### src/design/sbch_pkg.sv
// ----------------------------------------------------------------------------
// sbch_pkg
// Shared types and constants of the spectrum bar colour and height block.
// ----------------------------------------------------------------------------
`default_nettype none

package sbch_pkg;

  // field widths
  localparam int unsigned TIME_W  = 32;
  localparam int unsigned INDEX_W = 6;
  localparam int unsigned LEVEL_W = 16;
  localparam int unsigned DIM_W   = 12;
  localparam int unsigned CHAN_W  = 8;
  localparam int unsigned SUM_W   = 19;

  // frame time reduced once: hi * (2^16 mod 6000) + lo
  localparam int unsigned TMOD_W  = 29;
  localparam int unsigned HUE_W   = 17;

  localparam int unsigned BAR_COUNT_DEF  = 64;
  localparam int unsigned BASS_COUNT_DEF = 8;

  localparam int unsigned PERIOD_MS  = 6000;
  localparam int unsigned WRAP_16    = (1 << 16) % PERIOD_MS;
  localparam int unsigned HUE_FULL   = 92160;
  // hue swept across the whole bar array, 300 degrees
  localparam int unsigned BAR_HUE_RANGE = 76800;

  localparam logic [SUM_W-1:0] SUM_MAX = '1;

  localparam int unsigned QUEUE_DEPTH = 2;

  localparam int unsigned CFG_INDEX_W = 1;

  typedef enum logic [CFG_INDEX_W-1:0] {
    REG_MAX_HEIGHT  = 1'b0,
    REG_CENTRE_LINE = 1'b1
  } cfg_reg_t;

  typedef struct packed {
    logic [TMOD_W-1:0] time_part;
    logic [HUE_W-1:0]  hue_off;
    logic [LEVEL_W-1:0] level;
    logic              last;
    logic [SUM_W-1:0]  bass_sum;
  } bar_item_t;

  typedef struct packed {
    logic full;
    logic empty;
  } queue_status_t;

endpackage

`default_nettype wire

### src/design/spectrum_bar_colour_height.sv
// Spectrum bar colour and height. Each transaction on the input carries one
// bar; one transaction on the output follows for each, in order, with the bar
// height, its top row, an RGB colour from a hue that sweeps with frame time
// and spreads across the bars, and the smoothed bass level after that bar.
// With out_ready held high one bar goes in and one comes out every cycle,
// through the seven-stage back pipeline fed from a two-entry queue. A stalled
// output holds the pipeline, and the queue keeps taking bars until it is full.
// max_height and centre_line are written through cfg_write, cfg_index and
// cfg_data; the user must write them only while no bar is in flight, which
// the block itself does not enforce.
// ----------------------------------------------------------------------------
// spectrum_bar_colour_height
// Top level: configuration registers, front, queue and back pipeline.
// ----------------------------------------------------------------------------
`default_nettype none

module spectrum_bar_colour_height import sbch_pkg::*; #(
  parameter int unsigned BAR_COUNT  = BAR_COUNT_DEF,
  parameter int unsigned BASS_COUNT = BASS_COUNT_DEF
) (
  input  wire logic                   clk,
  input  wire logic                   rst,
  input  wire logic                   cfg_write,
  input  wire logic [CFG_INDEX_W-1:0] cfg_index,
  input  wire logic [DIM_W-1:0]       cfg_data,
  input  wire logic                   in_valid,
  output logic                        in_ready,
  input  wire logic [TIME_W-1:0]      frame_time_ms,
  input  wire logic [INDEX_W-1:0]     bar_index,
  input  wire logic [LEVEL_W-1:0]     level,
  input  wire logic                   last_bar,
  output logic                        out_valid,
  input  wire logic                   out_ready,
  output logic [DIM_W-1:0]            bar_height,
  output logic [DIM_W-1:0]            bar_top,
  output logic [CHAN_W-1:0]           red,
  output logic [CHAN_W-1:0]           green,
  output logic [CHAN_W-1:0]           blue,
  output logic [LEVEL_W-1:0]          bass_level
);

  logic [DIM_W-1:0] max_height;
  logic [DIM_W-1:0] centre_line;
  queue_status_t    q_status;
  bar_item_t        push_item;
  bar_item_t        pop_item;
  logic             push;
  logic             pop;

  always_ff @(posedge clk) begin
    if (rst) begin
      max_height  <= '0;
      centre_line <= '0;
    end else if (cfg_write) begin
      case (cfg_reg_t'(cfg_index))
        REG_MAX_HEIGHT:  max_height  <= cfg_data;
        REG_CENTRE_LINE: centre_line <= cfg_data;
        default: ;
      endcase
    end
  end

  assign in_ready = !q_status.full;

  sbch_front #(
    .BAR_COUNT  (BAR_COUNT),
    .BASS_COUNT (BASS_COUNT)
  ) u_front (
    .clk           (clk),
    .rst           (rst),
    .in_valid      (in_valid),
    .frame_time_ms (frame_time_ms),
    .bar_index     (bar_index),
    .level         (level),
    .last_bar      (last_bar),
    .q_status      (q_status),
    .push          (push),
    .item          (push_item)
  );

  sbch_queue u_queue (
    .clk       (clk),
    .rst       (rst),
    .push      (push),
    .push_item (push_item),
    .pop       (pop),
    .pop_item  (pop_item),
    .status    (q_status)
  );

  sbch_back #(
    .BASS_COUNT (BASS_COUNT)
  ) u_back (
    .clk         (clk),
    .rst         (rst),
    .max_height  (max_height),
    .centre_line (centre_line),
    .q_status    (q_status),
    .pop_item    (pop_item),
    .pop         (pop),
    .out_valid   (out_valid),
    .out_ready   (out_ready),
    .bar_height  (bar_height),
    .bar_top     (bar_top),
    .red         (red),
    .green       (green),
    .blue        (blue),
    .bass_level  (bass_level)
  );

`ifndef SYNTHESIS
  // nothing comes out in the cycle after reset
  a_reset_quiet: assert property (@(posedge clk) rst |=> !out_valid)
    else $error("output valid right after reset");

  a_height_floor: assert property (@(posedge clk) disable iff (rst)
    out_valid |-> bar_height >= DIM_W'(2))
    else $error("bar height below two");

  // value 1: one channel always at full scale
  a_chan_full: assert property (@(posedge clk) disable iff (rst)
    out_valid |-> (red == 8'd255 || green == 8'd255 || blue == 8'd255))
    else $error("no channel at full scale");

  // saturation 218/256: one channel always at the floor
  a_chan_floor: assert property (@(posedge clk) disable iff (rst)
    out_valid |-> (red == 8'd37 || green == 8'd37 || blue == 8'd37))
    else $error("no channel at the saturation floor");
`endif

endmodule

`default_nettype wire

### src/design/sbch_front.sv
// ----------------------------------------------------------------------------
// sbch_front
// Takes bars in, folds the frame time, looks up the per-bar hue offset and
// keeps the running bass sum, then hands each bar to the queue.
// ----------------------------------------------------------------------------
`default_nettype none

module sbch_front import sbch_pkg::*; #(
  parameter int unsigned BAR_COUNT  = BAR_COUNT_DEF,
  parameter int unsigned BASS_COUNT = BASS_COUNT_DEF
) (
  input  wire logic               clk,
  input  wire logic               rst,
  input  wire logic               in_valid,
  input  wire logic [TIME_W-1:0]  frame_time_ms,
  input  wire logic [INDEX_W-1:0] bar_index,
  input  wire logic [LEVEL_W-1:0] level,
  input  wire logic               last_bar,
  input  wire queue_status_t      q_status,
  output logic                    push,
  output bar_item_t               item
);

  logic [HUE_W-1:0]   off_tab [2**INDEX_W];
  logic [SUM_W-1:0]   bass_sum;
  logic [SUM_W-1:0]   bass_sum_next;
  logic [SUM_W:0]     sum_add;
  logic               is_bass;

  // hue offset per index, already wrapped to one turn
  for (genvar i = 0; i < 2**INDEX_W; i++) begin : g_off
    assign off_tab[i] = HUE_W'(((i * BAR_HUE_RANGE) / BAR_COUNT) % HUE_FULL);
  end

  assign push    = in_valid && !q_status.full;
  assign is_bass = (INDEX_W+1)'(bar_index) < (INDEX_W+1)'(BASS_COUNT);
  assign sum_add = {1'b0, bass_sum} + (SUM_W+1)'(level);

  always_comb begin
    if (!is_bass) begin
      bass_sum_next = bass_sum;
    end else if (sum_add[SUM_W]) begin
      bass_sum_next = SUM_MAX;
    end else begin
      bass_sum_next = sum_add[SUM_W-1:0];
    end
  end

  always_comb begin
    item.time_part = TMOD_W'(frame_time_ms[TIME_W-1:16]) * TMOD_W'(WRAP_16)
                     + TMOD_W'(frame_time_ms[15:0]);
    item.hue_off   = off_tab[bar_index];
    item.level     = level;
    item.last      = last_bar;
    item.bass_sum  = bass_sum_next;
  end

  always_ff @(posedge clk) begin
    if (rst) begin
      bass_sum <= '0;
    end else if (push) begin
      bass_sum <= last_bar ? '0 : bass_sum_next;
    end
  end

endmodule

`default_nettype wire

### src/design/sbch_queue.sv
// ----------------------------------------------------------------------------
// sbch_queue
// Short first-in first-out queue between the front and the back pipeline.
// ----------------------------------------------------------------------------
`default_nettype none

module sbch_queue import sbch_pkg::*; (
  input  wire logic      clk,
  input  wire logic      rst,
  input  wire logic      push,
  input  wire bar_item_t push_item,
  input  wire logic      pop,
  output bar_item_t      pop_item,
  output queue_status_t  status
);

  localparam int unsigned PTR_W = (QUEUE_DEPTH > 1) ? $clog2(QUEUE_DEPTH) : 1;
  localparam int unsigned CNT_W = $clog2(QUEUE_DEPTH + 1);

  bar_item_t        slots [QUEUE_DEPTH];
  logic [PTR_W-1:0] wr_ptr;
  logic [PTR_W-1:0] rd_ptr;
  logic [CNT_W-1:0] count;

  assign pop_item     = slots[rd_ptr];
  assign status.full  = count == CNT_W'(QUEUE_DEPTH);
  assign status.empty = count == '0;

  always_ff @(posedge clk) begin
    if (push) begin
      slots[wr_ptr] <= push_item;
    end
  end

  always_ff @(posedge clk) begin
    if (rst) begin
      wr_ptr <= '0;
      rd_ptr <= '0;
      count  <= '0;
    end else begin
      if (push) begin
        wr_ptr <= (wr_ptr == PTR_W'(QUEUE_DEPTH - 1)) ? '0 : wr_ptr + 1'b1;
      end
      if (pop) begin
        rd_ptr <= (rd_ptr == PTR_W'(QUEUE_DEPTH - 1)) ? '0 : rd_ptr + 1'b1;
      end
      case ({push, pop})
        2'b10:   count <= count + 1'b1;
        2'b01:   count <= count - 1'b1;
        default: count <= count;
      endcase
    end
  end

endmodule

`default_nettype wire

### src/design/sbch_back.sv
// ----------------------------------------------------------------------------
// sbch_back
// Seven-stage pipeline: height and top, bass smoother, time fold, hue, sector
// split, secondary component and the final colour channels in the output register.
// ----------------------------------------------------------------------------
`default_nettype none

module sbch_back import sbch_pkg::*; #(
  parameter int unsigned BASS_COUNT = BASS_COUNT_DEF
) (
  input  wire logic               clk,
  input  wire logic               rst,
  input  wire logic [DIM_W-1:0]   max_height,
  input  wire logic [DIM_W-1:0]   centre_line,
  input  wire queue_status_t      q_status,
  input  wire bar_item_t          pop_item,
  output logic                    pop,
  output logic                    out_valid,
  input  wire logic               out_ready,
  output logic [DIM_W-1:0]        bar_height,
  output logic [DIM_W-1:0]        bar_top,
  output logic [CHAN_W-1:0]       red,
  output logic [CHAN_W-1:0]       green,
  output logic [CHAN_W-1:0]       blue,
  output logic [LEVEL_W-1:0]      bass_level
);

  localparam int unsigned STAGES = 6;

  // time mod 6000 through a reciprocal that is exact for 29-bit values
  localparam int unsigned KV_SHIFT = 42;
  localparam int unsigned KV_W     = 30;
  localparam logic [KV_W-1:0] KV =
    KV_W'(((64'd1 << KV_SHIFT) + 64'(PERIOD_MS) - 64'd1) / 64'(PERIOD_MS));
  localparam int unsigned Q_W = TMOD_W + KV_W - KV_SHIFT;
  localparam int unsigned R_W = 13;

  // base hue = r * 1536 / 100 = r * 384 / 25
  localparam int unsigned BASE_SHIFT = 27;
  localparam int unsigned BASE_K_W   = 31;
  localparam logic [BASE_K_W-1:0] BASE_K =
    BASE_K_W'(64'd384 * (((64'd1 << BASE_SHIFT) + 64'd24) / 64'd25));

  // mean of the bass bars
  localparam int unsigned MEAN_SHIFT = 26;
  localparam int unsigned MEAN_K_W   = 27;
  localparam logic [MEAN_K_W-1:0] MEAN_K =
    MEAN_K_W'(((64'd1 << MEAN_SHIFT) + 64'(BASS_COUNT) - 64'd1) / 64'(BASS_COUNT));
  localparam int unsigned MEAN_W = SUM_W + MEAN_K_W - MEAN_SHIFT;

  localparam int unsigned GLIDE_Q16   = 13107;
  localparam int unsigned GLIDE_W     = 14;
  localparam int unsigned GLIDE_SHIFT = 16;
  localparam int unsigned GP_W        = LEVEL_W + 2 + GLIDE_W;

  localparam int unsigned MIN_HEIGHT = 2;

  localparam int unsigned SECTOR   = 15360;
  localparam int unsigned FRAC_W   = 14;
  localparam int unsigned SAT_Q8   = 218;
  localparam int unsigned X_W      = 22;
  localparam logic [X_W-1:0] FULL_C = X_W'(SAT_Q8 * SECTOR);
  localparam logic [X_W-1:0] FLOOR_M = X_W'((256 - SAT_Q8) * SECTOR);
  localparam int unsigned CHAN_MUL = 17;
  localparam int unsigned CHAN_SHIFT = 18;

  // (comp + m) * 255 / (256 * 15360) = (comp + m) * 17 >> 18
  function automatic logic [CHAN_W-1:0] chan_level(input logic [X_W-1:0] comp);
    logic [X_W-1:0] lifted;
    logic [X_W+4:0] scaled;
    lifted = comp + FLOOR_M;
    scaled = (X_W+5)'(lifted) * (X_W+5)'(CHAN_MUL);
    return scaled[CHAN_SHIFT +: CHAN_W];
  endfunction

  logic                adv;
  logic [STAGES-1:0]   stage_valid;

  logic [DIM_W-1:0]    height_line [STAGES];
  logic [DIM_W-1:0]    top_line    [STAGES];
  logic [LEVEL_W-1:0]  bass_line   [1:STAGES-1];

  // stage 1
  logic [TMOD_W+KV_W-1:0]     q_prod;
  logic [LEVEL_W+DIM_W-1:0]   h_prod;
  logic [DIM_W-1:0]           h_raw;
  logic [DIM_W-1:0]           h_min;
  logic [DIM_W-1:0]           h_half;
  logic [SUM_W+MEAN_K_W-1:0]  m_prod;
  logic [MEAN_W-1:0]          mean_raw;
  logic [TMOD_W-1:0]          time_s1;
  logic [Q_W-1:0]             quot_s1;
  logic [HUE_W-1:0]           off_s1;
  logic                       last_s1;
  logic [LEVEL_W-1:0]         mean_s1;

  // stage 2
  logic [TMOD_W-1:0]          rem_full;
  logic signed [LEVEL_W+1:0]  glide_delta;
  logic signed [GP_W-1:0]     glide_prod;
  logic signed [GP_W-1:0]     smooth_sum;
  logic [LEVEL_W-1:0]         bass_smoothed;
  logic [LEVEL_W-1:0]         bass_smoothed_next;
  logic [R_W-1:0]             rem_s2;
  logic [HUE_W-1:0]           off_s2;

  // stage 3
  logic [R_W+BASE_K_W-1:0]    base_prod;
  logic [HUE_W-1:0]           base_s3;
  logic [HUE_W-1:0]           off_s3;

  // stage 4
  logic [HUE_W:0]             hue_sum;
  logic [HUE_W-1:0]           hue_s4;

  // stage 5
  logic [2:0]                 sector;
  logic [HUE_W-1:0]           frac_wide;
  logic [2:0]                 sector_s5;
  logic [FRAC_W-1:0]          frac_s5;

  // stage 6
  logic [FRAC_W-1:0]          x_frac;
  logic [2:0]                 sector_s6;
  logic [X_W-1:0]             x_s6;

  // output
  logic [X_W-1:0]             comp_r;
  logic [X_W-1:0]             comp_g;
  logic [X_W-1:0]             comp_b;

  assign adv = !out_valid || out_ready;
  assign pop = adv && !q_status.empty;

  always_ff @(posedge clk) begin
    if (rst) begin
      stage_valid <= '0;
      out_valid   <= 1'b0;
    end else if (adv) begin
      stage_valid <= {stage_valid[STAGES-2:0], pop};
      out_valid   <= stage_valid[STAGES-1];
    end
  end

  // stage 1: height, top, reciprocal for time fold and bass mean
  always_comb begin
    q_prod   = (TMOD_W+KV_W)'(pop_item.time_part) * (TMOD_W+KV_W)'(KV);
    h_prod   = (LEVEL_W+DIM_W)'(pop_item.level) * (LEVEL_W+DIM_W)'(max_height);
    h_raw    = h_prod[LEVEL_W +: DIM_W];
    h_min    = (h_raw < DIM_W'(MIN_HEIGHT)) ? DIM_W'(MIN_HEIGHT) : h_raw;
    h_half   = h_min >> 1;
    m_prod   = (SUM_W+MEAN_K_W)'(pop_item.bass_sum) * (SUM_W+MEAN_K_W)'(MEAN_K);
    mean_raw = m_prod[MEAN_SHIFT +: MEAN_W];
  end

  always_ff @(posedge clk) begin
    if (adv) begin
      time_s1        <= pop_item.time_part;
      quot_s1        <= q_prod[KV_SHIFT +: Q_W];
      off_s1         <= pop_item.hue_off;
      last_s1        <= pop_item.last;
      mean_s1        <= (mean_raw > MEAN_W'({LEVEL_W{1'b1}})) ? '1
                                                               : mean_raw[LEVEL_W-1:0];
    end
  end

  // stage 2: remainder of the time fold, bass smoother
  always_comb begin
    rem_full    = time_s1 - TMOD_W'(quot_s1) * TMOD_W'(PERIOD_MS);
    glide_delta = $signed({2'b00, mean_s1}) - $signed({2'b00, bass_smoothed});
    glide_prod  = GP_W'(glide_delta) * $signed(GP_W'(GLIDE_Q16));
    // arithmetic shift floors toward minus infinity
    smooth_sum  = $signed(GP_W'(bass_smoothed)) + (glide_prod >>> GLIDE_SHIFT);
    if (smooth_sum[GP_W-1]) begin
      bass_smoothed_next = '0;
    end else if (|smooth_sum[GP_W-2:LEVEL_W]) begin
      bass_smoothed_next = '1;
    end else begin
      bass_smoothed_next = smooth_sum[LEVEL_W-1:0];
    end
  end

  always_ff @(posedge clk) begin
    if (rst) begin
      bass_smoothed <= '0;
    end else if (adv && stage_valid[0] && last_s1) begin
      bass_smoothed <= bass_smoothed_next;
    end
  end

  always_ff @(posedge clk) begin
    if (adv) begin
      rem_s2       <= rem_full[R_W-1:0];
      off_s2       <= off_s1;
    end
  end

  // stage 3: base hue of the frame
  assign base_prod = (R_W+BASE_K_W)'(rem_s2) * (R_W+BASE_K_W)'(BASE_K);

  always_ff @(posedge clk) begin
    if (adv) begin
      base_s3 <= base_prod[BASE_SHIFT +: HUE_W];
      off_s3  <= off_s2;
    end
  end

  // stage 4: hue wrapped to one turn
  assign hue_sum = (HUE_W+1)'(base_s3) + (HUE_W+1)'(off_s3);

  always_ff @(posedge clk) begin
    if (adv) begin
      hue_s4 <= (hue_sum >= (HUE_W+1)'(HUE_FULL)) ? HUE_W'(hue_sum - (HUE_W+1)'(HUE_FULL))
                                                  : hue_sum[HUE_W-1:0];
    end
  end

  // stage 5: sector and offset within it
  always_comb begin
    sector = '0;
    for (int k = 1; k < 6; k++) begin
      if (hue_s4 >= HUE_W'(k * SECTOR)) begin
        sector = 3'(k);
      end
    end
    frac_wide = hue_s4 - HUE_W'(sector) * HUE_W'(SECTOR);
  end

  always_ff @(posedge clk) begin
    if (adv) begin
      sector_s5 <= sector;
      frac_s5   <= frac_wide[FRAC_W-1:0];
    end
  end

  // stage 6: rising or falling secondary component
  assign x_frac = sector_s5[0] ? FRAC_W'(SECTOR) - frac_s5 : frac_s5;

  always_ff @(posedge clk) begin
    if (adv) begin
      sector_s6 <= sector_s5;
      x_s6      <= X_W'(x_frac) * X_W'(SAT_Q8);
    end
  end

  // output register: colour channels
  always_comb begin
    case (sector_s6)
      3'd0: begin
        comp_r = FULL_C; comp_g = x_s6;   comp_b = '0;
      end
      3'd1: begin
        comp_r = x_s6;   comp_g = FULL_C; comp_b = '0;
      end
      3'd2: begin
        comp_r = '0;     comp_g = FULL_C; comp_b = x_s6;
      end
      3'd3: begin
        comp_r = '0;     comp_g = x_s6;   comp_b = FULL_C;
      end
      3'd4: begin
        comp_r = x_s6;   comp_g = '0;     comp_b = FULL_C;
      end
      default: begin
        comp_r = FULL_C; comp_g = '0;     comp_b = x_s6;
      end
    endcase
  end

  always_ff @(posedge clk) begin
    if (adv) begin
      // height and top enter at stage 1, bass level at stage 2
      height_line[0] <= h_min;
      top_line[0]    <= (centre_line > h_half) ? centre_line - h_half : '0;
      bass_line[1]   <= last_s1 ? bass_smoothed_next : bass_smoothed;
      for (int s = 1; s < STAGES; s++) begin
        height_line[s] <= height_line[s-1];
        top_line[s]    <= top_line[s-1];
      end
      for (int s = 2; s < STAGES; s++) begin
        bass_line[s] <= bass_line[s-1];
      end
      bar_height <= height_line[STAGES-1];
      bar_top    <= top_line[STAGES-1];
      bass_level <= bass_line[STAGES-1];
      red        <= chan_level(comp_r);
      green      <= chan_level(comp_g);
      blue       <= chan_level(comp_b);
    end
  end

endmodule

`default_nettype wire

### config.mk
export PLATFORM = sky130hd
export DESIGN_NAME = spectrum_bar_colour_height
export DESIGN_NICKNAME = d
export VERILOG_FILES = /design/src/design/sbch_pkg.sv /design/src/design/spectrum_bar_colour_height.sv /design/src/design/sbch_front.sv /design/src/design/sbch_queue.sv /design/src/design/sbch_back.sv
export SDC_FILE = /design/constraint.sdc
export NUM_CORES = 2
export LEC_CHECK = 0
export ABC_AREA = 1
export BUFFER_PORTS_ARGS = -buffer_cell sky130_fd_sc_hd__buf_2
export CORE_MARGIN = 2
export CORE_UTILIZATION = 35
export CTS_CLUSTER_SIZE = 25
export DETAILED_ROUTE_END_ITERATION = 12
export GPL_ROUTABILITY_DRIVEN = 0
export PLACE_DENSITY = 0.49
export SLEW_MARGIN = 20
export SYNTH_ARGS = -nofsm -noshare
export SYNTH_HDL_FRONTEND = slang
export SYNTH_SLANG_ARGS = --single-unit
### constraint.sdc
create_clock -name clk -period 19.05 [get_ports clk]
set_clock_uncertainty 0.1 [all_clocks]
set_input_delay 0.9525 -clock clk [delete_from_list [all_inputs] [get_ports clk]]
set_output_delay 0.9525 -clock clk [all_outputs]
set_load 0.1 [all_outputs]
[Yosys cells after proc, flatten, opt, wreduce, memory -nomap -nowiden]
Memory sizes are Yosys's and may differ from the RTL's. A register that Yosys moved wholly into a read port is not among the register bits.
Cells that the tools add are included.
Storage, ports and cells
  bits in latches: 0
  memory bits (read-only): 1088
  memories: 5
  word-level logic and storage cells: 128
  flip-flop bits (word level): 280
  RAM bits: 388
  input bits: 73
Operators by class
  add/sub/neg operators: 17
  mux-type cells: 29
  shift operators: 0
  bitwise logic cells: 2
  div/mod/pow operators: 0
  $lt $le $gt $ge: 11
  equal/unequal tests: 7
  reductions and logical operators: 20
  $mul: 11
Memories
  (no name shown): depth 64, bits a word 17, rd ports 1, clocked after Yosys merged registers in 0, write ports 0, RTL line sbch_front.sv:52  | item.hue_off = off_tab[bar_index];
  u_queue.slots: depth 2, bits a word 82, rd ports 1, clocked after Yosys merged registers in 1, write ports 1, RTL line sbch_queue.sv:20  | bar_item_t slots [QUEUE_DEPTH];
  u_back.bass_line: depth 5, bits a word 16, rd ports 5, clocked after Yosys merged registers in 1, write ports 5, RTL line sbch_back.sv:81  | logic [LEVEL_W-1:0] bass_line [1:STAGES-1];
  u_back.height_line: depth 6, bits a word 12, rd ports 6, clocked after Yosys merged registers in 1, write ports 6, RTL line sbch_back.sv:79  | logic [DIM_W-1:0] height_line [STAGES];
  u_back.top_line: depth 6, bits a word 12, rd ports 6, clocked after Yosys merged registers in 1, write ports 6, RTL line sbch_back.sv:80  | logic [DIM_W-1:0] top_line [STAGES];
Operator list (number)
  22-bit case mux with 2 select lines: 3
  22-bit by 5-bit multiplier with 26-bit output, second input constant: 3
  22-bit by 20-bit adder with 22-bit output, second input constant: 3
  19-bit 2-to-1 mux: 3
  29-bit by 27-bit multiplier with 56-bit output, second input constant: 1
  17-bit 2-to-1 mux: 3
  16-bit 2-to-1 mux: 3
  13-bit by 23-bit multiplier with 36-bit output, second input constant: 1
  17-bit by 16-bit >= comparator with 1-bit output, second input constant: 2
  17-bit by 15-bit multiplier with 32-bit output, second input constant: 1
  29-bit by 16-bit adder with 29-bit output: 1
  16-bit by 12-bit multiplier with 28-bit output: 1
  16-bit by 8-bit multiplier with 24-bit output, second input constant: 1
  12-bit 2-to-1 mux: 2
  14-bit by 7-bit multiplier with 21-bit output, second input constant: 1
  19-bit by 16-bit adder with 20-bit output: 1
  17-bit by 16-bit adder with 18-bit output: 1
  17-bit by 17-bit adder with 18-bit output: 1
  18-bit by 17-bit >= comparator with 1-bit output, second input constant: 1
  17-bit by 14-bit >= comparator with 1-bit output, second input constant: 1
  17-bit by 15-bit >= comparator with 1-bit output, second input constant: 1
  17-bit >= comparator, second input constant: 1
  17-bit by 9-bit multiplier with 9-bit output, second input constant: 1
  16-bit by 16-bit subtractor with 17-bit output: 1
  other kinds (35): 59

[Depth between registers and ports, before layout]
  depth after elaboration: 8
  depth in mapped cells: 50
  mapped depth without buffers: 48

[Hierarchy]
A second synthesis with hierarchy kept.
Second synthesis, totals
  cell total of the unflattened synthesis: 7062
  area total of the unflattened synthesis: 68212.9 µm²
Modules (own cells, without submodules)
  sbch_back: cells each 5585, times used 1, area each 53849.1 µm²
  sbch_front: cells each 1054, times used 1, area each 6855.3 µm²
  sbch_queue: cells each 288, times used 1, area each 6545.0 µm²
  spectrum_bar_colour_height: cells each 135, times used 1, area each 963.4 µm²

[Worst setup path before layout]
No wires, ideal clock.
  path kind: in2reg
  start: input port out_ready
  end: register u_back.bass_smoothed[11]
  path buffers: 1
  path slack: 7.564 ns
  data arrival time: 11.316 ns
  required time: 18.880 ns
  library setup time: 0.070 ns
  stages: 7
  cells stage by stage: nor2_1 -> inv_1 -> nand2_1 -> nor2_1 -> clkbuf_1 -> o21ai_0 -> a21oi_1
Between the ends
  cells in the longest elaborated chain, start to end: 3
Ends and longest elaborated chain
  from (decl): RTL line spectrum_bar_colour_height.sv:33  | input wire logic out_ready,
  1-bit logical OR: RTL line sbch_back.sv:132  | assign adv = !out_valid || out_ready;
  1-bit logical AND (2 in a row): RTL line sbch_back.sv:186  | end else if (adv && stage_valid[0] && last_s1) begin
  to (signal assigned): RTL line sbch_back.sv:187  | bass_smoothed <= bass_smoothed_next;
  to (decl): RTL line sbch_back.sv:102  | logic [LEVEL_W-1:0] bass_smoothed;
No other way between the ends.
A chain may end at the register's enable or synchronous reset.

==> flow_summary.json <==
{
  "clkLatencyLatePin_ns": 0.72,
  "status": "finished, final reports clean",
  "vias_per_cell": 4.77,
  "r2r_setup_slack_ns": 9.63,
  "num_rows": 158,
  "yosysWarnings": 0,
  "cts-htree-levels": 3,
  "start_kind": "register",
  "cpMostUsedCell": "nand2_1",
  "cp-startpoint": "u_back.bass_smoothed[3]$_SDFFE_PP0P_",
  "critPathMaxStageDelay_ns": 0.55,
  "grt_pass1_wl_mm": 264,
  "final_cell_mix": "1352 x inv_1, 1166 x nand2_1, 878 x ha_1",
  "r2r_start": "u_back.bass_smoothed[3]$_SDFFE_PP0P_",
  "clock-sinks": 675,
  "drtPass1Iterations": 7,
  "fin_util_pct": 38.8,
  "design.core.area_sq_um": 186000,
  "cp_num_cells": 38,
  "track_usage_pct": 17.5,
  "antenna_left": 0,
  "drt-total-wl_mm": 165,
  "synthCells": 6864,
  "finalSetupViolations": 0,
  "dpl.hpwl_mm": 135,
  "timing.rr.end": "u_back.bass_line[1][2]$_DFFE_PN_",
  "die_h_um": 437,
  "rsz0062_at_grt": "false",
  "synth_fp_nets": 8512,
  "critPathRequiredTime_ns": 19.35,
  "grt_pass1_vias": 48183,
  "start_util_pct": 35.3,
  "seq_area_frac_synth_pct": 29.8,
  "layout_commonest_cell": "inv_1",
  "grt_max_degree": 147,
  "grt_remaining_overflow": 0,
  "rr_worst_depth": 38,
  "cap_violations": 0,
  "cts_made_buffers": 80,
  "dieArea_sq_um": 191000,
  "synth-edff-count": 604,
  "cp-end-kind": "register",
  "cts_max_path_buffers": 3,
  "nets": 8681,
  "placed_area_sq_um": 69300,
  "endpoint": "u_back.bass_line[1][2]$_DFFE_PN_",
  "worst_pin_slew_ns": 1.07,
  "cts-root-buf": "clkbuf_16",
  "path_class": "reg -> reg",
  "dieWidth_um": 437,
  "clk_pin_slew_worst_paths_ns": 0.06,
  "worstPathArrival_ns": 9.72,
  "finalSetupTns_ns": 0,
  "wire_per_inst_um": 17.2,
  "drc_errors": 0,
  "vias": 45693,
  "io_buffers": 138,
  "crit_buf_inv": 6,
  "slew_headroom_pct": 28.2,
  "yosys.cell_types.count": 71,
  "antenna_found_initial": 15,
  "netlist_area_sq_um": 65600,
  "finalHoldViolCount": 0,
  "period_share_pct": 49.5,
  "syn_to_final_growth_pct": 9.85,
  "slowest_stage": "fa_1",
  "crit_family": "adder cells",
  "netlist.top_cell.by_area": "edfxtp_1",
  "worst-path-max-fanout": 16,
  "worstHoldPathType": "reg -> reg",
  "synth_seq_cells": 675,
  "async_flop_share_pct": 0,
  "postCtsSetupBuffers": 0,
  "final_area_sq_um": 72100,
  "ys.flop_type": "edfxtp_1",
  "synth_top_area_share_pct": 27.6,
  "drt_iter0_drc": 2620,
  "period_needed_ns": 9.42,
  "cts_resized": 0,
  "synth_area_per_cell_sq_um": 9.56,
  "yosys-top-cells-area": "edfxtp_1 28%, fa_1 21%, ha_1 17%",
  "layout-drive-gt1-share_pct": 5.84,
  "slew_viol_final": 0,
  "ios": 139,
  "tritoncts": "yes",
  "holdBufCountCts": 0,
  "clock.fmax_mhz": 106
}
==> cell usage after synthesis (12+ instances only) <==
master,count
o21ai_1,22
inv_1,1353
fa_1,697
nor2_1,448
nor4_1,16
a21o_1,31
o211ai_1,22
dfxtp_1,71
o21ai_2,13
xnor2_1,76
edfxtp_1,604
nand2_1,1166
o21bai_1,19
clkbuf_1,59
o21ai_0,271
ha_1,878
o21a_1,22
a31oi_1,29
nand3b_1,12
xor2_1,166
or2_2,42
nor3_1,45
nand3_1,192
nand4_1,49
a21oi_1,402
nand2_2,19
==> worst min-delay path by stage <==
stage,startpoint,to,slack (ns),depth (start not counted)
after CTS,frame_time_ms[0],u_queue.slots[0][53]$_DFFE_PP_,0.28,1
after global routing,frame_time_ms[0],u_queue.slots[0][53]$_DFFE_PP_,0.32,1
after floorplan,u_back.height_line[5][0]$_DFFE_PN_,u_back.bar_height[0]$_DFFE_PN_,0.30,0
after detailed placement,u_back.bass_line[5][11]$_DFFE_PN_,u_back.bass_level[11]$_DFFE_PN_,0.30,0
final,u_back.top_line[1][2]$_DFFE_PN_,u_back.top_line[2][2]$_DFFE_PN_,0.32,0
after global placement,u_back.height_line[5][6]$_DFFE_PN_,u_back.bar_height[6]$_DFFE_PN_,0.30,0
==> flip-flops by register name, indices dropped and copies added (netlist names), 9 cells and up, named ones only <==
| register | count |
|---|---|
| u_queue.slots | 150 |
| u_back.x_s6 | 21 |
| u_back.top_line | 72 |
| u_back.off_s3 | 13 |
| u_back.mean_s1 | 16 |
| u_back.quot_s1 | 9 |
| u_back.off_s1 | 13 |
| u_back.frac_s5 | 14 |
| u_back.bar_top | 12 |
| u_back.height_line | 72 |
| u_back.rem_s2 | 13 |
| u_back.off_s2 | 13 |
| centre_line | 12 |
| u_back.time_s1 | 13 |
| u_back.bass_smoothed | 16 |
| u_back.bar_height | 12 |
| u_back.base_s3 | 17 |
| u_back.hue_s4 | 17 |
| u_front.bass_sum | 19 |
| max_height | 12 |
| u_back.bass_level | 16 |
| u_back.bass_line | 80 |
==> logic make-up after synthesis <==
family | count (synthesis) | share of synthesized area, %
DFF | 675 | 29.8
AOI/OAI and AO/OA | 892 | 7.61
buffers and inverters | 1445 | 8.32
xor gates and xnor gates | 247 | 3.35
adders and majority gates | 1575 | 38.0
and+or+nand+nor | 2030 | 12.9
==> metrics by stage <==
step | hold WS (ns) | setup WS [ns] | instances
after floorplan | 0.300 | 7.56 | 6864
final | 0.315 | 9.63 | 9585
after global placement | 0.300 | 9.79 | 9431
after CTS | 0.285 | 9.64 | 9575
after detailed placement | 0.305 | 9.68 | 9431
after global routing | 0.316 | 8.85 | 9585
==> routing by layer <==
metal	track usage (%)	share of wire, %
met5	0	0.030
met4	5.79	3.0
met3	2.12	3.5
met2	30.8	49
met1	22.2	44
==> final cells by class <==
type | instances | area, sq um
fillers | 18601 | 114000
inverters | 1374 | 5170
well taps | 2480 | 3100
clock buffers | 90 | 2070
repair buffers | 158 | 853
diodes | 10 | 25.0
clock inverters | 54 | 682
flip-flops and latches | 675 | 19600
multi-input cells | 4744 | 40600
Power is not shown: default switching activity piles up to over one toggle a cycle in this logic, so the estimate is an artifact.
